==> config.mk <==
export PLATFORM = sky130hd
export DESIGN_NAME = tier_hysteresis_controller_top
export DESIGN_NICKNAME = d
export VERILOG_FILES = /design/src/hw/rtl/thc_pkg.sv /design/src/hw/rtl/thc_cfg_regs.sv /design/src/hw/rtl/thc_core.sv /design/src/hw/rtl/tier_hysteresis_controller_top.sv
export SDC_FILE = /design/constraint.sdc
export NUM_CORES = 1
export LEC_CHECK = 0
export BUFFER_PORTS_ARGS = -buffer_cell sky130_fd_sc_hd__buf_2
export CORE_MARGIN = 3
export CORE_UTILIZATION = 50
export DETAILED_ROUTE_END_ITERATION = 8
export MAX_ROUTING_LAYER = met4
export PLACE_DENSITY = 0.69
export SLEW_MARGIN = 20
export SYNTH_ARGS = -nofsm -noshare
export SYNTH_HDL_FRONTEND = slang
export SYNTH_SLANG_ARGS = --single-unit
export TNS_END_PERCENT = 5
==> constraint.sdc <==
create_clock -name clk_i -period 6.9 [get_ports clk_i]
set_clock_uncertainty 0.15 [all_clocks]
set_input_delay 1.035 -clock clk_i [delete_from_list [all_inputs] [get_ports clk_i]]
set_output_delay 1.035 -clock clk_i [all_outputs]
set_load 0.01 [all_outputs]
==> src/hw/rtl/thc_pkg.sv <==
// shared types, codes and constants for the tier hysteresis controller
package thc_pkg;

  // width of the millisecond timer since the last switch
  localparam int unsigned TimerBits   = 32;
  // width the timer and cooldown are compared at
  localparam int unsigned CmpBits     = (TimerBits > 32) ? TimerBits : 32;
  // configuration port geometry
  localparam int unsigned CfgAddrBits = 3;
  localparam int unsigned CfgDataBits = 32;

  // sample clamp ceiling in percent
  localparam logic [6:0] PctMax = 7'd100;

  // register reset values
  localparam logic [5:0]  WindowRst    = 6'd3;
  localparam logic [31:0] CooldownRst  = 32'd5000;
  localparam logic [6:0]  ThrLowRst    = 7'd65;
  localparam logic [6:0]  ThrHighRst   = 7'd85;
  localparam logic [6:0]  ThrCritRst   = 7'd88;
  localparam logic        CooldownEnRst = 1'b1;

  typedef enum logic [1:0] {
    OP_EVAL  = 2'd0,
    OP_FORCE = 2'd1,
    OP_TICK  = 2'd2
  } op_e;

  typedef enum logic [2:0] {
    ST_NO_CHANGE = 3'd0,
    ST_BAND      = 3'd1,
    ST_COOLDOWN  = 3'd2,
    ST_CHANGED   = 3'd3,
    ST_FORCED    = 3'd4
  } status_e;

  typedef enum logic [1:0] {
    TIER_LOW      = 2'd0,
    TIER_MEDIUM   = 2'd1,
    TIER_HIGH     = 2'd2,
    TIER_CRITICAL = 2'd3
  } tier_e;

  typedef enum logic [1:0] {
    KERNEL_HEAVY = 2'd0,
    KERNEL_MID   = 2'd1,
    KERNEL_LIGHT = 2'd2
  } kernel_e;

  typedef enum logic [2:0] {
    CFG_WINDOW      = 3'd0,
    CFG_COOLDOWN    = 3'd1,
    CFG_THR_LOW     = 3'd2,
    CFG_THR_HIGH    = 3'd3,
    CFG_THR_CRIT    = 3'd4,
    CFG_COOLDOWN_EN = 3'd5
  } cfg_idx_e;

  typedef struct packed {
    logic [5:0]  window;
    logic [31:0] cooldown;
    logic [6:0]  thr_low;
    logic [6:0]  thr_high;
    logic [6:0]  thr_crit;
    logic        cooldown_en;
  } cfg_t;

  typedef struct packed {
    status_e     status;
    logic        changed;
    tier_e       tier;
    kernel_e     kernel;
    logic        dead_band;
    logic [31:0] switch_total;
    logic [31:0] suppress_total;
  } res_t;

  // workload code that goes with a tier
  function automatic kernel_e kernel_of(tier_e t);
    kernel_e k;
    case (t)
      TIER_HIGH, TIER_CRITICAL: k = KERNEL_HEAVY;
      TIER_MEDIUM:              k = KERNEL_MID;
      default:                  k = KERNEL_LIGHT;
    endcase
    return k;
  endfunction

endpackage

==> src/hw/rtl/thc_cfg_regs.sv <==
// configuration register file with write-only access
module thc_cfg_regs (
  input  logic                               clk_i,
  input  logic                               rst_ni,
  input  logic                               cfg_we_i,
  input  logic [thc_pkg::CfgAddrBits-1:0]    cfg_index_i,
  input  logic [thc_pkg::CfgDataBits-1:0]    cfg_wdata_i,
  output thc_pkg::cfg_t                      cfg_o
);
  import thc_pkg::*;

  cfg_t cfg_q, cfg_d;

  // index decode, values masked to register width
  always_comb begin
    cfg_d = cfg_q;
    if (cfg_we_i) begin
      unique case (cfg_idx_e'(cfg_index_i))
        CFG_WINDOW:      cfg_d.window      = cfg_wdata_i[5:0];
        CFG_COOLDOWN:    cfg_d.cooldown    = cfg_wdata_i[31:0];
        CFG_THR_LOW:     cfg_d.thr_low     = cfg_wdata_i[6:0];
        CFG_THR_HIGH:    cfg_d.thr_high    = cfg_wdata_i[6:0];
        CFG_THR_CRIT:    cfg_d.thr_crit    = cfg_wdata_i[6:0];
        CFG_COOLDOWN_EN: cfg_d.cooldown_en = cfg_wdata_i[0];
        default:         cfg_d = cfg_q;
      endcase
    end
  end

  always_ff @(posedge clk_i or negedge rst_ni) begin
    if (!rst_ni) begin
      cfg_q.window      <= WindowRst;
      cfg_q.cooldown    <= CooldownRst;
      cfg_q.thr_low     <= ThrLowRst;
      cfg_q.thr_high    <= ThrHighRst;
      cfg_q.thr_crit    <= ThrCritRst;
      cfg_q.cooldown_en <= CooldownEnRst;
    end else begin
      cfg_q <= cfg_d;
    end
  end

  assign cfg_o = cfg_q;

endmodule

==> src/hw/rtl/thc_core.sv <==
// tier decision logic and controller state
module thc_core (
  input  logic                clk_i,
  input  logic                rst_ni,
  input  logic                step_i,
  input  logic [1:0]          operation_i,
  input  logic signed [9:0]   usage_percent_i,
  input  logic [1:0]          forced_tier_i,
  input  thc_pkg::cfg_t       cfg_i,
  output logic                emit_o,
  output thc_pkg::res_t       res_o
);
  import thc_pkg::*;

  tier_e                 tier_q, tier_d;
  logic                  in_band_q, in_band_d;
  logic                  switched_q, switched_d;
  logic [TimerBits-1:0]  timer_q, timer_d;
  logic [31:0]           sw_cnt_q, sw_cnt_d;
  logic [31:0]           sup_cnt_q, sup_cnt_d;

  logic [6:0]  pct;
  tier_e       raw_tier;
  logic        near_low, near_high, blocked, cooling;
  status_e     status;
  logic        changed;

  // clamp sample to 0..100
  always_comb begin
    if (usage_percent_i[9]) begin
      pct = 7'd0;
    end else if (usage_percent_i[8:0] > {2'b00, PctMax}) begin
      pct = PctMax;
    end else begin
      pct = usage_percent_i[6:0];
    end
  end

  // classify, critical first
  always_comb begin
    if (pct >= cfg_i.thr_crit) begin
      raw_tier = TIER_CRITICAL;
    end else if (pct >= cfg_i.thr_high) begin
      raw_tier = TIER_HIGH;
    end else if (pct >= cfg_i.thr_low) begin
      raw_tier = TIER_MEDIUM;
    end else begin
      raw_tier = TIER_LOW;
    end
  end

  // dead band around the low and high thresholds
  assign near_low  = (({1'b0, pct} + {2'b00, cfg_i.window}) >= {1'b0, cfg_i.thr_low}) &&
                     ({1'b0, pct} <= ({1'b0, cfg_i.thr_low} + {2'b00, cfg_i.window}));
  assign near_high = (({1'b0, pct} + {2'b00, cfg_i.window}) >= {1'b0, cfg_i.thr_high}) &&
                     ({1'b0, pct} <= ({1'b0, cfg_i.thr_high} + {2'b00, cfg_i.window}));
  assign blocked =
      (near_low  && (((tier_q == TIER_LOW)    && (pct >= cfg_i.thr_low)) ||
                     ((tier_q == TIER_MEDIUM) && (pct <  cfg_i.thr_low)))) ||
      (near_high && (((tier_q == TIER_MEDIUM) && (pct >= cfg_i.thr_high)) ||
                     ((tier_q == TIER_HIGH)   && (pct <  cfg_i.thr_high))));

  // holdoff since the last switch
  assign cooling = cfg_i.cooldown_en && switched_q &&
                   (CmpBits'(timer_q) < CmpBits'(cfg_i.cooldown));

  // next state for one item
  always_comb begin
    tier_d     = tier_q;
    in_band_d  = in_band_q;
    switched_d = switched_q;
    timer_d    = timer_q;
    sw_cnt_d   = sw_cnt_q;
    sup_cnt_d  = sup_cnt_q;
    status     = ST_NO_CHANGE;
    changed    = 1'b0;
    emit_o     = 1'b0;
    case (operation_i)
      OP_TICK: begin
        if (timer_q != {TimerBits{1'b1}}) begin
          timer_d = timer_q + 1'b1;
        end
      end
      OP_FORCE: begin
        emit_o     = 1'b1;
        tier_d     = tier_e'(forced_tier_i);
        timer_d    = '0;
        switched_d = 1'b1;
        sw_cnt_d   = sw_cnt_q + 32'd1;
        in_band_d  = 1'b0;
        status     = ST_FORCED;
        changed    = 1'b1;
      end
      OP_EVAL: begin
        emit_o = 1'b1;
        if (raw_tier == tier_q) begin
          in_band_d = 1'b0;
          status    = ST_NO_CHANGE;
        end else if (blocked) begin
          in_band_d = 1'b1;
          sup_cnt_d = sup_cnt_q + 32'd1;
          status    = ST_BAND;
        end else if (cooling) begin
          sup_cnt_d = sup_cnt_q + 32'd1;
          status    = ST_COOLDOWN;
        end else begin
          tier_d     = raw_tier;
          timer_d    = '0;
          switched_d = 1'b1;
          sw_cnt_d   = sw_cnt_q + 32'd1;
          in_band_d  = 1'b0;
          status     = ST_CHANGED;
          changed    = 1'b1;
        end
      end
      default: emit_o = 1'b0;
    endcase
  end

  // result fields come from the state after the step
  always_comb begin
    res_o.status         = status;
    res_o.changed        = changed;
    res_o.tier           = tier_d;
    res_o.kernel         = kernel_of(tier_d);
    res_o.dead_band      = in_band_d;
    res_o.switch_total   = sw_cnt_d;
    res_o.suppress_total = sup_cnt_d;
  end

  // state update once per processed item
  always_ff @(posedge clk_i or negedge rst_ni) begin
    if (!rst_ni) begin
      tier_q     <= TIER_LOW;
      in_band_q  <= 1'b0;
      switched_q <= 1'b0;
      timer_q    <= '0;
      sw_cnt_q   <= '0;
      sup_cnt_q  <= '0;
    end else if (step_i) begin
      tier_q     <= tier_d;
      in_band_q  <= in_band_d;
      switched_q <= switched_d;
      timer_q    <= timer_d;
      sw_cnt_q   <= sw_cnt_d;
      sup_cnt_q  <= sup_cnt_d;
    end
  end

endmodule

==> src/hw/rtl/tier_hysteresis_controller_top.sv <==
// top level: input register, decision core and result register
//
// Usage: samples, forced-tier commands and millisecond ticks enter on the
// input channel (in_valid_i / in_stall_o). An evaluate or force item gives
// one result on the output channel (out_valid_o / out_stall_i); a tick or
// the unused operation code gives none. A transfer happens on a clock edge
// with valid high and stall low.
// Path: an item is registered in the input register at its transfer, is
// decided there, and its result is then held in the result register.
// Throughput: one item per cycle while the receiver does not stall; the single
// decision stage between the input and result registers sets that rate.
// Stalls: while the result register holds an untaken result and the
// receiver stalls, an item that would give a result waits in the input
// register and in_stall_o rises; ticks still pass.
// Configuration writes (cfg_we_i, cfg_index_i, cfg_wdata_i) take effect at
// the next edge and must be made while the block is idle.
// Reset: both registers empty, tier low, counters and timer zero, and all
// configuration registers at their default values.
module tier_hysteresis_controller_top (
  input  logic                              clk_i,
  input  logic                              rst_ni,
  input  logic                              cfg_we_i,
  input  logic [thc_pkg::CfgAddrBits-1:0]   cfg_index_i,
  input  logic [thc_pkg::CfgDataBits-1:0]   cfg_wdata_i,
  input  logic                              in_valid_i,
  output logic                              in_stall_o,
  input  logic [1:0]                        in_operation_i,
  input  logic signed [9:0]                 in_usage_percent_i,
  input  logic [1:0]                        in_forced_tier_i,
  output logic                              out_valid_o,
  input  logic                              out_stall_i,
  output logic [2:0]                        out_status_o,
  output logic                              out_changed_o,
  output logic [1:0]                        out_tier_o,
  output logic [1:0]                        out_kernel_code_o,
  output logic                              out_dead_band_flag_o,
  output logic [31:0]                       out_switch_total_o,
  output logic [31:0]                       out_suppress_total_o
);
  import thc_pkg::*;

  cfg_t               cfg;
  logic               in_valid_q;
  logic [1:0]         op_q;
  logic signed [9:0]  usage_q;
  logic [1:0]         forced_q;
  logic               emit;
  logic               step;
  res_t               res;
  logic               out_valid_q;
  res_t               out_q;

  // configuration registers
  thc_cfg_regs u_cfg (
    .clk_i       (clk_i),
    .rst_ni      (rst_ni),
    .cfg_we_i    (cfg_we_i),
    .cfg_index_i (cfg_index_i),
    .cfg_wdata_i (cfg_wdata_i),
    .cfg_o       (cfg)
  );

  // decision logic and state
  thc_core u_core (
    .clk_i           (clk_i),
    .rst_ni          (rst_ni),
    .step_i          (step),
    .operation_i     (op_q),
    .usage_percent_i (usage_q),
    .forced_tier_i   (forced_q),
    .cfg_i           (cfg),
    .emit_o          (emit),
    .res_o           (res)
  );

  // an item leaves the input register when its result has room
  assign step       = in_valid_q && (!emit || !out_valid_q || !out_stall_i);
  assign in_stall_o = in_valid_q && !step;

  // input register
  always_ff @(posedge clk_i or negedge rst_ni) begin
    if (!rst_ni) begin
      in_valid_q <= 1'b0;
    end else if (in_valid_i && !in_stall_o) begin
      in_valid_q <= 1'b1;
    end else if (step) begin
      in_valid_q <= 1'b0;
    end
  end

  always_ff @(posedge clk_i) begin
    if (in_valid_i && !in_stall_o) begin
      op_q     <= in_operation_i;
      usage_q  <= in_usage_percent_i;
      forced_q <= in_forced_tier_i;
    end
  end

  // result register
  always_ff @(posedge clk_i or negedge rst_ni) begin
    if (!rst_ni) begin
      out_valid_q <= 1'b0;
    end else if (step && emit) begin
      out_valid_q <= 1'b1;
    end else if (!out_stall_i) begin
      out_valid_q <= 1'b0;
    end
  end

  always_ff @(posedge clk_i) begin
    if (step && emit) begin
      out_q <= res;
    end
  end

  assign out_valid_o          = out_valid_q;
  assign out_status_o         = out_q.status;
  assign out_changed_o        = out_q.changed;
  assign out_tier_o           = out_q.tier;
  assign out_kernel_code_o    = out_q.kernel;
  assign out_dead_band_flag_o = out_q.dead_band;
  assign out_switch_total_o   = out_q.switch_total;
  assign out_suppress_total_o = out_q.suppress_total;

  // a held item stays in the input register
  a_hold_item: assert property (@(posedge clk_i) disable iff (!rst_ni)
    in_valid_q && !step |=> in_valid_q)
    else $error("input item dropped while stalled");

  // changed flag agrees with the status code
  a_changed_status: assert property (@(posedge clk_i) disable iff (!rst_ni)
    out_valid_o |-> (out_changed_o ==
      ((out_status_o == ST_CHANGED) || (out_status_o == ST_FORCED))))
    else $error("changed flag disagrees with status");

  // only a dead-band suppress leaves the band flag set, apart from cooldown
  a_band_flag: assert property (@(posedge clk_i) disable iff (!rst_ni)
    out_valid_o && ((out_status_o == ST_NO_CHANGE) || (out_status_o == ST_CHANGED) ||
                    (out_status_o == ST_FORCED)) |-> !out_dead_band_flag_o)
    else $error("dead band flag set on unsuppressed result");

  // kernel code follows the reported tier
  a_kernel: assert property (@(posedge clk_i) disable iff (!rst_ni)
    out_valid_o |-> (out_kernel_code_o == kernel_of(tier_e'(out_tier_o))))
    else $error("kernel code does not match tier");

endmodule

## Yosys cells after proc, flatten, opt, wreduce, memory -nomap -nowiden

Index checks and enable logic that the tools add are counted.

| storage, ports and cells | value |
|---|---|
| register bits after elaboration | 249 |
| output and inout bits | 75 |

| operators by class | value |
|---|---|
| add/subtract/negate cells | 6 |
| $lt $le $gt $ge | 11 |
| equality and inequality tests | 19 |
| mux-type cells | 44 |
| reductions and logical operators | 40 |

Operator list:

| kind | count |
|---|---|
| 32-bit two-way mux | 11 |
| 32-bit by 1-bit adder with 32-bit output (second input constant) | 3 |
| 32-bit one-hot mux with 3 select lines | 1 |
| 32-bit one-hot mux with 2 select lines | 1 |
| 32-bit less-than comparator | 1 |
| 32-bit inequality test (second input constant) | 1 |
| 7-bit by 6-bit adder with 8-bit output | 3 |
| 7-bit greater-or-equal comparator | 3 |
| 8-bit by 7-bit greater-or-equal comparator with 1-bit output | 2 |
| 7-bit by 8-bit <= comparator with 1-bit output | 2 |
| 1-bit two-way mux | 16 |
| 1-bit logical AND | 14 |
| 7-bit less-than comparator | 2 |
| 7-bit two-way mux | 2 |
| 2-bit AND reduction | 6 |
| 2-bit two-way mux | 5 |
| 9-bit by 7-bit > comparator with 1-bit output (second input constant) | 1 |
| 2-bit == test (second input constant) | 4 |
| 2-bit one-hot mux with 2 select lines | 2 |
| 2-bit by 1-bit == test with 1-bit output (second input constant) | 3 |
| 3-bit by 2-bit == test with 1-bit output (second input constant) | 2 |
| 3-bit == test (second input constant) | 2 |
| 3-bit two-way mux | 2 |
| 2-bit inequality test (second input constant) | 3 |
| other kinds (14) | 28 |

## Depth between registers and ports, before layout

Gate-level depths: netlist (run 1).

| depth | value |
|---|---|
| depth after elaboration | 14 |
| gate-level depth with buffers | 23 |
| depth with buffers taken out | 21 |

## Hierarchy

A second synthesis (run 1) with hierarchy kept.

| second synthesis, totals | value |
|---|---|
| cells, all modules | 1,252 |
| area, all modules | 14,039.7 µm² |

Modules (own cells, without submodules):

| module | instances | cells each | area each (µm²) | seq. area each (µm²) |
|---|---|---|---|---|
| thc_core | 1 | 1,021 | 8,859.7 | 2,502.4 |
| tier_hysteresis_controller_top | 1 | 99 | 2,717.6 | 2,662.6 |
| thc_cfg_regs | 1 | 132 | 2,462.4 | 1,522.7 |

## Worst setup path after synthesis (run 1)

Ideal clock, no wire load.

| timing | value |
|---|---|
| kind | input-to-reg |
| from | input out_stall_i |
| to | register u_core.sw_cnt_q[14] |
| library setup time | 0.124 ns |
| arrival | 5.083 ns |
| setup slack | 1.543 ns |
| cell stages on the path | 6 |
| buffers on the path | 1 |
| path through | nand2_1 -> o21ai_1 -> clkbuf_1 -> nor2_1 -> mux2i_1 -> nor2_1 |

| between the ends | value |
|---|---|
| cells in the longest elaborated chain, start to end | 3 |

RTL lines:

| element | RTL line | text |
|---|---|---|
| start: declaration | tier_hysteresis_controller_top.sv:31 | `input logic out_stall_i,` |
| 1-bit zero test | n/a |  |
| 1-bit logical OR | tier_hysteresis_controller_top.sv:77 | `assign step = in_valid_q && (!emit \|\| !out_valid_q \|\| !out_stall_i);` |
| 1-bit logical AND | tier_hysteresis_controller_top.sv:77 |  |
| end signal: assignment | thc_core.sv:145 | `sw_cnt_q <= sw_cnt_d;` |
| end: declaration | thc_core.sv:19 | `logic [31:0] sw_cnt_q, sw_cnt_d;` |

No other way between the ends.
A chain may end at the register's enable or synchronous reset.

==> results of run 1 <==
[cell usage after synthesis, drive strengths merged (3+ instances only)]
cell | count | area [um^2]
nor3b | 3 | 22.5
nor3 | 56 | 292
and2 | 8 | 50.1
or4 | 15 | 113
nor2b | 6 | 37.5
a21o | 15 | 113
inv | 79 | 297
nand4b | 3 | 26.3
dfrtp | 145 | 3630
dfstp | 17 | 447
or3 | 20 | 125
o31ai | 17 | 128
a2111oi | 4 | 41.3
fa | 3 | 60.1
nand2b | 11 | 68.8
o21a | 3 | 22.5
clkbuf | 28 | 105
mux2i | 6 | 60.1
xnor2 | 59 | 517
edfxtp | 87 | 2610
mux2 | 20 | 225
or2 | 10 | 62.6
a211o | 3 | 26.3
o21ai | 85 | 437
and4 | 7 | 61.3
and3 | 21 | 131
a31oi | 5 | 46.3
nor4 | 14 | 87.6
a221oi | 3 | 38.8
a211oi | 9 | 72.6
a22o | 3 | 26.3
nand3 | 53 | 265
nor2 | 69 | 259
a21oi | 69 | 360
o211ai | 4 | 35.0
o2111ai | 4 | 35.0
nand4 | 31 | 194
buf | 16 | 87.6
o21bai | 10 | 75.1
nand2 | 125 | 469
ha | 95 | 1190
xor2 | 82 | 718
a22oi | 3 | 27.5
[power groups by stage]
stage               Clock, uW  Combinational [uW]  Sequential [uW]
global route             1590                1230             1850
floorplan                   0                 780             1830
global placement            0                1040             1850
CTS                      1530                1080             1830
finish                   1500                1080             1830
detailed placement          0                1070             1850
[metal layers]
layer	track usage, %	part of all wire [%]	vias up
li1	-	-	5090
met5	-	0	-
met3	2.90	6.3	45
met4	4.89	1.9	0
met2	33.5	44	334
met1	32.1	47	4955
[state kept, by name, indices dropped and copies added (netlist names), 2 cells and up]
register and flops:
usage_q 10, out_kernel_code_o 2, u_cfg.cfg_o 60, u_core.timer_q 32
out_switch_total_o 32, u_core.sup_cnt_q 32, out_suppress_total_o 32, out_tier_o 2
forced_q 2, u_core.sw_cnt_q 32, u_core.tier_q 2, op_q 2
out_status_o 3
[stage by stage]
step / cell area, um^2 / setup slack, ps / cells / hold slack (ps)
after CTS: 15900 / 1090 / 1864 / 311
after global routing: 15900 / 636 / 1864 / 323
after detailed placement: 14900 / 1100 / 1816 / 326
after global placement: 14900 / 1310 / 1816 / 325
final: 15900 / 1050 / 1864 / 297
after floorplan: 13900 / 1540 / 1344 / 285
[worst max-delay path, delay by kind of cell, from the launching register on]
kind / cells / cell delay (ps)
AO/OA/AOI/OAI: 10 / 2250
XOR/XNOR: 2 / 380
adder cells (fa/ha/maj): 2 / 620
buffers and inverters: 1 / 310
flip-flops: 1 / 380
AND/OR/NAND/NOR: 4 / 1470
[cells by family (layout without fill, tap and decap cells)]
kind of cell	after synthesis	count (layout)	share of synthesized area, %
XOR/XNOR	141	141	8.91
buffers and inverters	123	271	3.53
multiplexers	26	26	2.06
flip-flops	249	249	48.3
AND/OR/NAND/NOR	454	454	16.5
AO/OA/AOI/OAI	251	251	11.6
adder cells (fa/ha/maj)	100	100	9.16
[final timing paths]
check | start | endpoint | depth (start not counted)
min reg2reg | u_core.sw_cnt_q[31] | u_core.sw_cnt_q[31] | 1
max | usage_q[0] | out_suppress_total_o[31] | 19
min in group clk_i | u_core.sw_cnt_q[31] | u_core.sw_cnt_q[31] | 1
min | rst_ni | u_core.sw_cnt_q[20] | 1
max in group asynchronous | rst_ni | u_cfg.cfg_o[38] | 2
max reg2reg | usage_q[0] | out_suppress_total_o[31] | 19
[layout make-up]
cell class,instances,area [um^2]
Timing Repair Buffer,144,779
Clock buffer,36,749
Fill cell,2323,11200
Tap cell,372,465
Multi-Input combinational cell,972,6720
Clock inverter,12,176
Sequential cell,249,6690
Inverter,79,297
==> metrics.md, run 1 <==
| Metric | Value |
|---|---|
| Clock network latency to the later pin of the worst-skew pair | `550 ps` |
| Post-Route Setup TNS | `0 ps` |
| Master of the slowest instance on the critical path | `sky130_fd_sc_hd__a221oi_2` |
| Data arrival at the endpoint of the critical path | `5970 ps` |
| Status | `finished clean` |
| PnR Total Power | `4400 uW` |
| Die footprint | `29700 um^2` |
| Async set-reset flop share out of synthesis | `65.1%` |
| FMAX | `171 MHz` |
| Count of TritonRoute iterations in the first routing pass | `5` |
| Synth Flop Type | `sky130_fd_sc_hd__dfrtp_1` |
| Antenna violations before repair | `0` |
| Routed wire length per instance | `16.8 um` |
| Relative slew margins | `25.1%` |
| Number of register bits inferred by synthesis | `249` |
| Final standard cell utilization of the core | `58.6%` |
| Number of input and output port buffers inserted | `128` |
| Power share of the sequential group | `41.5%` |
| Max-cap violations | `0` |
| Type of the tightest min-delay check | `in -> async` |
| Clock buffer depth | `3` |
| Sequential fraction of the synthesis area | `48.3%` |
| Count of flip-flops with a built-in enable after synthesis | `87` |
| Hold Violations, Final | `0` |
| Standard-cell row count | `60` |
| Cts repair resizes | `0` |
| CTS tree | `yes` |
| Power per cell area | `277 nW/um^2` |
| Final net count | `1625` |
| Chip width | `172 um` |
| Commonest non-fill, non-tap cell in the layout | `sky130_fd_sc_hd__dfrtp_1` |
| Net count of the mapped netlist | `1496` |
| Synth Instances | `1344` |
| Leakage | `0.00718 uW` |
| Std-Cell Core Area | `27100 um^2` |
| Overall via count from detail_route | `10400` |
| Antenna diode count | `0` |
| Root buffer cell | `sky130_fd_sc_hd__clkbuf_16` |
| Total length of routed wires | `31300 um` |
| Wire length of the first global-routing pass | `51900 um` |
| Total half-perimeter wirelength after legalization and detailed placement | `22200 um` |
| Area of the mapped netlist | `13900 um^2` |
| Final setup viols | `0` |
| Worst setup SP type | `register` |
| Relative contribution of the clock network to total power | `34.0%` |
| Number of distinct library cells after synthesis | `71` |
| Number of buffers inserted by post-CTS setup repair | `0` |
| Mean area per synthesized cell | `10.3 um^2` |
| Cts-stage hold buffer count | `0` |
| Minimum clock period after layout | `5850 ps` |
| Total CTS buffers | `27` |
| Global route overflow | `0` |
| Most frequent cell on the critical path | `sky130_fd_sc_hd__a21oi_1` |
| Largest driver fanout on the critical path | `15` |
| Flop-to-flop setup slack | `1050 ps` |
| Worst-path clk slew | `60 ps` |
| Vias per inst | `5.59` |
| Total GRT Usage | `22.1%` |
| DRC | `0` |
| H-tree level count | `1` |
| Area growth from synthesis to final layout | `14.6%` |
| Commonest cells after routing, fill and taps aside | `145 x sky130_fd_sc_hd__dfrtp_1, 127 x sky130_fd_sc_hd__buf_2, 125 x sky130_fd_sc_hd__nand2_1` |
| Critical path cell sequence | `o21ai_0 -> a21oi_1 -> nor4_1 -> and2_1 -> ha_1 -> a21oi_1 -> a211oi_1 -> a2111oi_0 -> xnor2_1 -> ha_1 -> a21o_1 -> a21oi_1 -> o21a_1 -> a221oi_2 -> a221oi_2 -> nand3b_1 -> buf_4 -> nor3_1 -> xor2_1` |
| Switching power | `1350 uW` |
| Slew Limit Fails | `0` |
| Fraction of layout cells with a size suffix above 1 | `17.0%` |
| Data required time at the worst endpoint | `7030 ps` |
| Combinational power share | `24.5%` |
| Pin count of the biggest net entering global routing | `76` |
| Fraction of the cycle the final worst path needs | `84.7%` |
| Initial DRC count | `834` |
| Switching Share | `30.7%` |
| Actual slew at the worst max-slew pin | `1110 ps` |
| Post-route ant nets | `0` |
| Effective utilization at floorplan | `51.1%` |
| Max IR drop VDD | `207 uV` |
| Number of global-route vias before repair | `10100` |
| Placer's final routability congestion estimate | `0.893` |
| Int Power | `3050 uW` |
| Type of destination of the critical path | `register` |
| Number of warnings printed during yosys synthesis | `0` |
| Die Y | `172 um` |
| Delay contributed by the slowest stage of the critical path | `570 ps` |
| TritonCTS sink count | `249` |
| Setup repair after global routing missed its margin | `false` |
| IO Pins | `129` |
| Path type of the worst setup path | `reg -> reg` |
Note: power is estimated with default switching activity, not from simulation.
==> run 2, diff against run 1 <==
PLACE_DENSITY = 0.72   (was 0.69)
clock period = 4.7 ns   (was 6.9 ns; I/O delays follow)
==> run 2 against run 1 <==
Largest cell class unchanged. Critical path type unchanged. Total power increased by 54%. Flip-flop and latch count unchanged. The flow now finishes with violations (setup timing). Global-route usage rose by 0.48 points. Critical endpoint is now out_switch_total_o[16]. Non-clock buffer count is 75 higher.
==> metrics.md, run 2 (synthesized netlist as in run 1, its figures left out) <==
| Metric | Value |
|---|---|
| Number of global-route vias before repair | `10500` |
| Int Power | `4640 uW` |
| PnR Total Power | `6790 uW` |
| Die Y | `172 um` |
| Number of instances in the placed design | `1863` |
| Die footprint | `29700 um^2` |
| Slew Limit Fails | `0` |
| CTS tree | `yes` |
| Number of input and output port buffers inserted | `128` |
| Total length of routed wires | `34000 um` |
| Worst setup SP type | `register` |
| DRC | `0` |
| Initial DRC count | `751` |
| Commonest non-fill, non-tap cell in the layout | `sky130_fd_sc_hd__dfrtp_1` |
| Wire length of the first global-routing pass | `53000 um` |
| Total half-perimeter wirelength after legalization and detailed placement | `22700 um` |
| Total CTS buffers | `28` |
| Antenna violations before repair | `0` |
| Standard-cell row count | `60` |
| Switching Share | `31.7%` |
| Pin count of the biggest net entering global routing | `98` |
| Flop-to-flop setup slack | `-20 ps` |
| Leakage | `0.00771 uW` |
| Root buffer cell | `sky130_fd_sc_hd__clkbuf_16` |
| Chip width | `172 um` |
| Power share of the sequential group | `39.7%` |
| Minimum clock period after layout | `4720 ps` |
| Overall via count from detail_route | `11000` |
| Clock network latency to the later pin of the worst-skew pair | `550 ps` |
| Largest driver fanout on the critical path | `6` |
| Max IR drop VDD | `390 uV` |
| Effective utilization at floorplan | `51.1%` |
| Std-Cell Core Area | `27100 um^2` |
| Power per cell area | `396 nW/um^2` |
| Post-Route Setup TNS | `-36.4 ps` |
| Type of destination of the critical path | `register` |
| Worst Setup Slack, final | `-17.5 ps` |
| Path type of the worst setup path | `reg -> reg` |
| Final setup viols | `5` |
| Fill cell instance count of the final layout | `2147` |
| Antenna diode count | `0` |
| Relative contribution of the clock network to total power | `31.3%` |
| Fraction of the cycle the final worst path needs | `100%` |
| Largest register FFs | `60` |
| Clock buffer depth | `3` |
| Worst Hold Margin | `95.3 ps` |
| Hold Violations, Final | `0` |
| Cts-stage hold buffer count | `0` |
| Routed wire length per instance | `17.5 um` |
| CP Launch Point | `usage_q[3]` |
| Commonest cells after routing, fill and taps aside | `145 x sky130_fd_sc_hd__dfrtp_1, 128 x sky130_fd_sc_hd__buf_2, 123 x sky130_fd_sc_hd__nand2_1` |
| Non-Filler Instances | `1943` |
| Worst-path clk slew | `60 ps` |
| Violated checks | `setup timing` |
| Placer's final routability congestion estimate | `0.921` |
| Setup repair after global routing missed its margin | `true` |
| IO Pins | `129` |
| Global route overflow | `0` |
| Actual slew at the worst max-slew pin | `1110 ps` |
| H-tree level count | `1` |
| Total GRT Usage | `22.6%` |
| Final net count | `1701` |
| Final standard cell utilization of the core | `63.2%` |
| Area growth from synthesis to final layout | `23.7%` |
| Data arrival at the endpoint of the critical path | `4860 ps` |
| TritonCTS sink count | `249` |
| Combinational power share | `29.0%` |
| Fraction of layout cells with a size suffix above 1 | `26.5%` |
| Count of TritonRoute iterations in the first routing pass | `5` |
| Data required time at the worst endpoint | `4850 ps` |
| Status | `finished with violations` |
| Worst reg2reg startpoint | `usage_q[3]` |
| Vias per inst | `5.65` |
| Switching power | `2150 uW` |
| Max-cap violations | `0` |
| Post-route ant nets | `0` |
| Type of the tightest min-delay check | `in -> async` |
| Relative slew margins | `25.7%` |
| FMAX | `212 MHz` |
run 2: cell count changes in the layout (fill, tap and decap cells not counted), sizes merged:
cell	change
buf	+69
clkinvlp	+2
inv	-1
clkbuf	+7
bufinv	-2
clkinv	+4
run 2: what timing repair did:
| item | in CTS | in global routing |
|---|---|---|
| setup buffers | 5 | 14 |
| resized for setup | 12 | 107 |
| endpoints found under the setup margin | 162 | 167 |
| cloned | 1 | 8 |
| pin swaps | 8 | 43 |
run 2: worst paths after layout:
check	to	cells after the start
worst max-delay path	out_switch_total_o[16]	26
worst min-delay path	u_core.sw_cnt_q[20]	1
worst max register to register	out_switch_total_o[16]	26
worst min register to register	u_core.sup_cnt_q[28]	1
max in group asynchronous	u_cfg.cfg_o[25]	2
min in group clk_i	forced_q[0]	1
run 2: layout make-up:
cell class | instances | area, um^2 | share of cell area [%]
flip-flops and latches | 249 | 6690 | 39.0
repair buffers | 219 | 1560 | 9.08
clock buffers | 37 | 754 | 4.40
inverters | 79 | 299 | 1.74
well taps | 372 | 465 | 2.72
multi-input cells | 972 | 7220 | 42.1
clock inverters | 15 | 155 | 0.905
run 2: metal layers:
| metal | wire length, um | vias to the layer above | GRT usage (%) |
|---|---|---|---|
| met4 | 612 | 0 | 4.10 |
| met2 | 16000 | 370 | 35.8 |
| met3 | 2070 | 50 | 2.47 |
| met5 | 0 | - | - |
| li1 | - | 5255 | - |
| met1 | 15300 | 5308 | 32.2 |
run 2: stage by stage:
| stage | worst slack [ps] | area [um^2] |
|---|---|---|
| finish | -17.5 | 17100 |
| global route | -290 | 17100 |
| CTS | -2.60 | 16400 |
| detailed placement | -254 | 15400 |
| global placement | -123 | 15400 |
| floorplan | -25.7 | 13900 |
run 2: power groups by stage:
stage               sequential, uW  combinational [uW]  clock (uW)
floorplan                     2680                1150           0
global placement              2710                1640           0
detailed placement            2720                1700           0
CTS                           2680                1760        2190
global route                  2720                2180        2260
finish                        2700                1970        2130
run 2: critical path: stages, from the launching register on:
cell	delay (ps)
sky130_fd_sc_hd__edfxtp_1	390
sky130_fd_sc_hd__nor2_2	50
sky130_fd_sc_hd__a21oi_2	180
sky130_fd_sc_hd__nor4_4	70
sky130_fd_sc_hd__buf_4	150
sky130_fd_sc_hd__nand2_4	60
sky130_fd_sc_hd__inv_4	30
sky130_fd_sc_hd__ha_4	150
sky130_fd_sc_hd__fa_2	380
sky130_fd_sc_hd__o21ai_1	80
sky130_fd_sc_hd__nand2_1	80
sky130_fd_sc_hd__a21oi_2	140
sky130_fd_sc_hd__o21bai_1	110
sky130_fd_sc_hd__a21oi_2	170
sky130_fd_sc_hd__xnor2_2	100
sky130_fd_sc_hd__ha_1	330
sky130_fd_sc_hd__o2111ai_2	120
sky130_fd_sc_hd__o21a_1	220
sky130_fd_sc_hd__a221oi_2	330
sky130_fd_sc_hd__buf_4	170
sky130_fd_sc_hd__a22oi_2	50
sky130_fd_sc_hd__buf_4	160
sky130_fd_sc_hd__a31oi_4	270
sky130_fd_sc_hd__buf_6	170
sky130_fd_sc_hd__clkbuf_16	150
sky130_fd_sc_hd__nor2_2	50
sky130_fd_sc_hd__xor2_1	150
==> run 3, diff against run 2 <==
CORE_UTILIZATION = 54   (was 50)
PLACE_DENSITY = 0.76   (was 0.72)
clock period = 3.9 ns   (was 4.7 ns; I/O delays follow)
==> run 3 against run 2 <==
The run still ends with setup timing left. Count of clock-buffer cells in the layout grew 3. Via count grew 3.1%. Total power grew 23%. Clock power grew 18%. Flip-flop and latch count is the same. Highest routed layer unchanged.
==> metrics.md, run 3 (synthesized netlist as in run 1, its figures left out) <==
| Metric | Value |
|---|---|
| Die Y | `166 um` |
| Commonest non-fill, non-tap cell in the layout | `sky130_fd_sc_hd__dfrtp_1` |
| Violated checks | `setup timing` |
| Actual slew at the worst max-slew pin | `1030 ps` |
| Fraction of the cycle the final worst path needs | `122%` |
| Number of instances in the placed design | `1875` |
| Vias per inst | `5.82` |
| Routed wire length per instance | `18.2 um` |
| Switching power | `2600 uW` |
| Status | `finished with violations` |
| Standard-cell row count | `57` |
| Relative contribution of the clock network to total power | `30.2%` |
| Power per cell area | `475 nW/um^2` |
| Final setup viols | `172` |
| Worst Setup Slack, final | `-866 ps` |
| Placer's final routability congestion estimate | `0.967` |
| PnR Total Power | `8350 uW` |
| Clock buffer depth | `3` |
| Total half-perimeter wirelength after legalization and detailed placement | `23800 um` |
| Most frequent cell on the critical path | `sky130_fd_sc_hd__buf_4` |
| Critical path cell sequence | `o21ai_2 -> a21oi_2 -> nor4_4 -> and2_4 -> ha_4 -> a21oi_4 -> a211oi_4 -> a2111oi_4 -> xnor2_2 -> ha_1 -> a21o_1 -> a21oi_1 -> o21a_1 -> a221oi_2 -> buf_4 -> a22oi_2 -> buf_4 -> a31oi_4 -> buf_12 -> clkbuf_16 -> buf_4 -> nor2_1 -> xor2_1` |
| Leakage | `0.00801 uW` |
| Die footprint | `27600 um^2` |
| Final standard cell utilization of the core | `70.9%` |
| Worst-path clk slew | `70 ps` |
| Overall via count from detail_route | `11300` |
| Final net count | `1753` |
| CTS tree | `yes` |
| Hold Violations, Final | `0` |
| Power share of the sequential group | `38.6%` |
| Total area of multi-input combinational cells | `7260 um^2` |
| DRC | `0` |
| Non-Filler Instances | `1946` |
| Max-cap violations | `0` |
| Data arrival at the endpoint of the critical path | `4970 ps` |
| Slew Limit Fails | `0` |
| Root buffer cell | `sky130_fd_sc_hd__clkbuf_16` |
| Clock network latency to the later pin of the worst-skew pair | `530 ps` |
| Largest register FFs | `60` |
| Master of the slowest instance on the critical path | `sky130_fd_sc_hd__edfxtp_1` |
| Global route overflow | `0` |
| Total GRT Usage | `24.9%` |
| Antenna violations before repair | `1` |
| Effective utilization at floorplan | `56.0%` |
| Wire length of the first global-routing pass | `55700 um` |
| Combinational power share | `31.2%` |
| Register cell area after layout | `6690 um^2` |
| Path type of the worst setup path | `reg -> reg` |
| Chip width | `166 um` |
| Area growth from synthesis to final layout | `26.7%` |
| Type of destination of the critical path | `register` |
| Worst Hold Margin | `69.9 ps` |
| Count of TritonRoute iterations in the first routing pass | `5` |
| Largest driver fanout on the critical path | `6` |
| Std-Cell Core Area | `24700 um^2` |
| Worst setup SP type | `register` |
| FMAX | `210 MHz` |
| Max IR drop VDD | `453 uV` |
| Total CTS buffers | `26` |
| Data required time at the worst endpoint | `4110 ps` |
| Minimum clock period after layout | `4770 ps` |
| H-tree level count | `1` |
| IO Pins | `129` |
| Type of the tightest min-delay check | `in -> reg` |
| Fraction of layout cells with a size suffix above 1 | `28.4%` |
| Setup repair after global routing missed its margin | `true` |
| Post-route ant nets | `0` |
| Number of input and output port buffers inserted | `128` |
| Total length of routed wires | `35500 um` |
| Number of global-route vias before repair | `11200` |
| Summed area of non-filler cells in the final layout | `17600 um^2` |
| Commonest cells after routing, fill and taps aside | `145 x sky130_fd_sc_hd__dfrtp_1, 127 x sky130_fd_sc_hd__buf_2, 125 x sky130_fd_sc_hd__nand2_1` |
| Initial DRC count | `864` |
| Int Power | `5750 uW` |
| TritonCTS sink count | `249` |
| Relative slew margins | `30.6%` |
| Fill cell instance count of the final layout | `1791` |
| Pin count of the biggest net entering global routing | `84` |
| DP Area | `15800 um^2` |
| Delay contributed by the slowest stage of the critical path | `400 ps` |
| Switching Share | `31.2%` |
## run 3: cell count changes in the layout (fill, tap and decap cells not counted), moves of 7 or more
cell	delta
sky130_fd_sc_hd__nor3_1	-14
sky130_fd_sc_hd__a21oi_1	+11
sky130_fd_sc_hd__or4_4	-7
sky130_fd_sc_hd__a21oi_2	-10
sky130_fd_sc_hd__nor3_2	+11
sky130_fd_sc_hd__buf_4	+54
sky130_fd_sc_hd__or4_1	+7
## run 3: through the flow
stage / setup slack (ps) / TNS (ps)
after floorplan: -581 / -56800
after global placement: -745 / -105760
after detailed placement: -841 / -115560
after CTS: -686 / -95790
after global routing: -1070 / -159170
final: -866 / -117720
## run 3: critical path: cells and delay by family (launching register included)
family | cells | cell delay [ps]
adders and majority gates | 2 | 470
xor gates and xnor gates | 2 | 390
AOI/OAI and AO/OA | 11 | 1730
buffers and inverters | 5 | 770
and+or+nand+nor | 3 | 660
DFF | 1 | 400
## run 3: repair_timing
item                                    4_1_cts  5_1_grt
cloned                                        4        3
resized for setup                            41       53
setup buffers                                11        4
hold buffers                                  1        0
hold endpoints to repair                     23        0
endpoints found under the setup margin      172      172
pin swaps                                    25       29
## run 3: power by group through the flow
| stage | registers (uW) | logic (uW) | clock network [uW] |
|---|---|---|---|
| 3_3_place_gp | 3250 | 2220 | 0 |
| 2_1_floorplan | 3230 | 1390 | 0 |
| 6_report | 3230 | 2600 | 2520 |
| 4_1_cts | 3220 | 2450 | 2550 |
| 5_1_grt | 3260 | 2860 | 2680 |
| 3_5_place_dp | 3270 | 2290 | 0 |
## run 3: layout make-up
type	count	area share [%]
flip-flops and latches	249	38.1
inverters	79	1.69
clock inverters	8	0.470
well taps	324	2.31
clock buffers	40	4.58
diodes	1	0.0143
repair buffers	273	11.5
multi-input cells	972	41.4
## run 3: metal layers
layer | part of all wire, % | global-route usage [%] | up-vias | wire length, um
met5 | 0 | - | - | 0
met4 | 2.9 | 6.40 | 0 | 1010
met3 | 7.0 | 4.24 | 76 | 2500
met2 | 48 | 40.6 | 447 | 17000
met1 | 42 | 32.8 | 5447 | 15000
li1 | - | - | 5356 | -
## run 3: final timing paths
kind                            cells past startpoint                     to  slack, ps                   from
worst max-delay path                               23  out_switch_total_o[3]       -870             usage_q[1]
worst min-delay path                                1             usage_q[1]         70  in_usage_percent_i[1]
min in group asynchronous                           2    u_core.sw_cnt_q[19]        490                 rst_ni
max in group asynchronous                           3        u_cfg.cfg_o[40]       2170                 rst_ni
worst min register to register                      1   u_core.sup_cnt_q[31]        360   u_core.sup_cnt_q[31]
worst max register to register                     23  out_switch_total_o[3]       -870             usage_q[1]
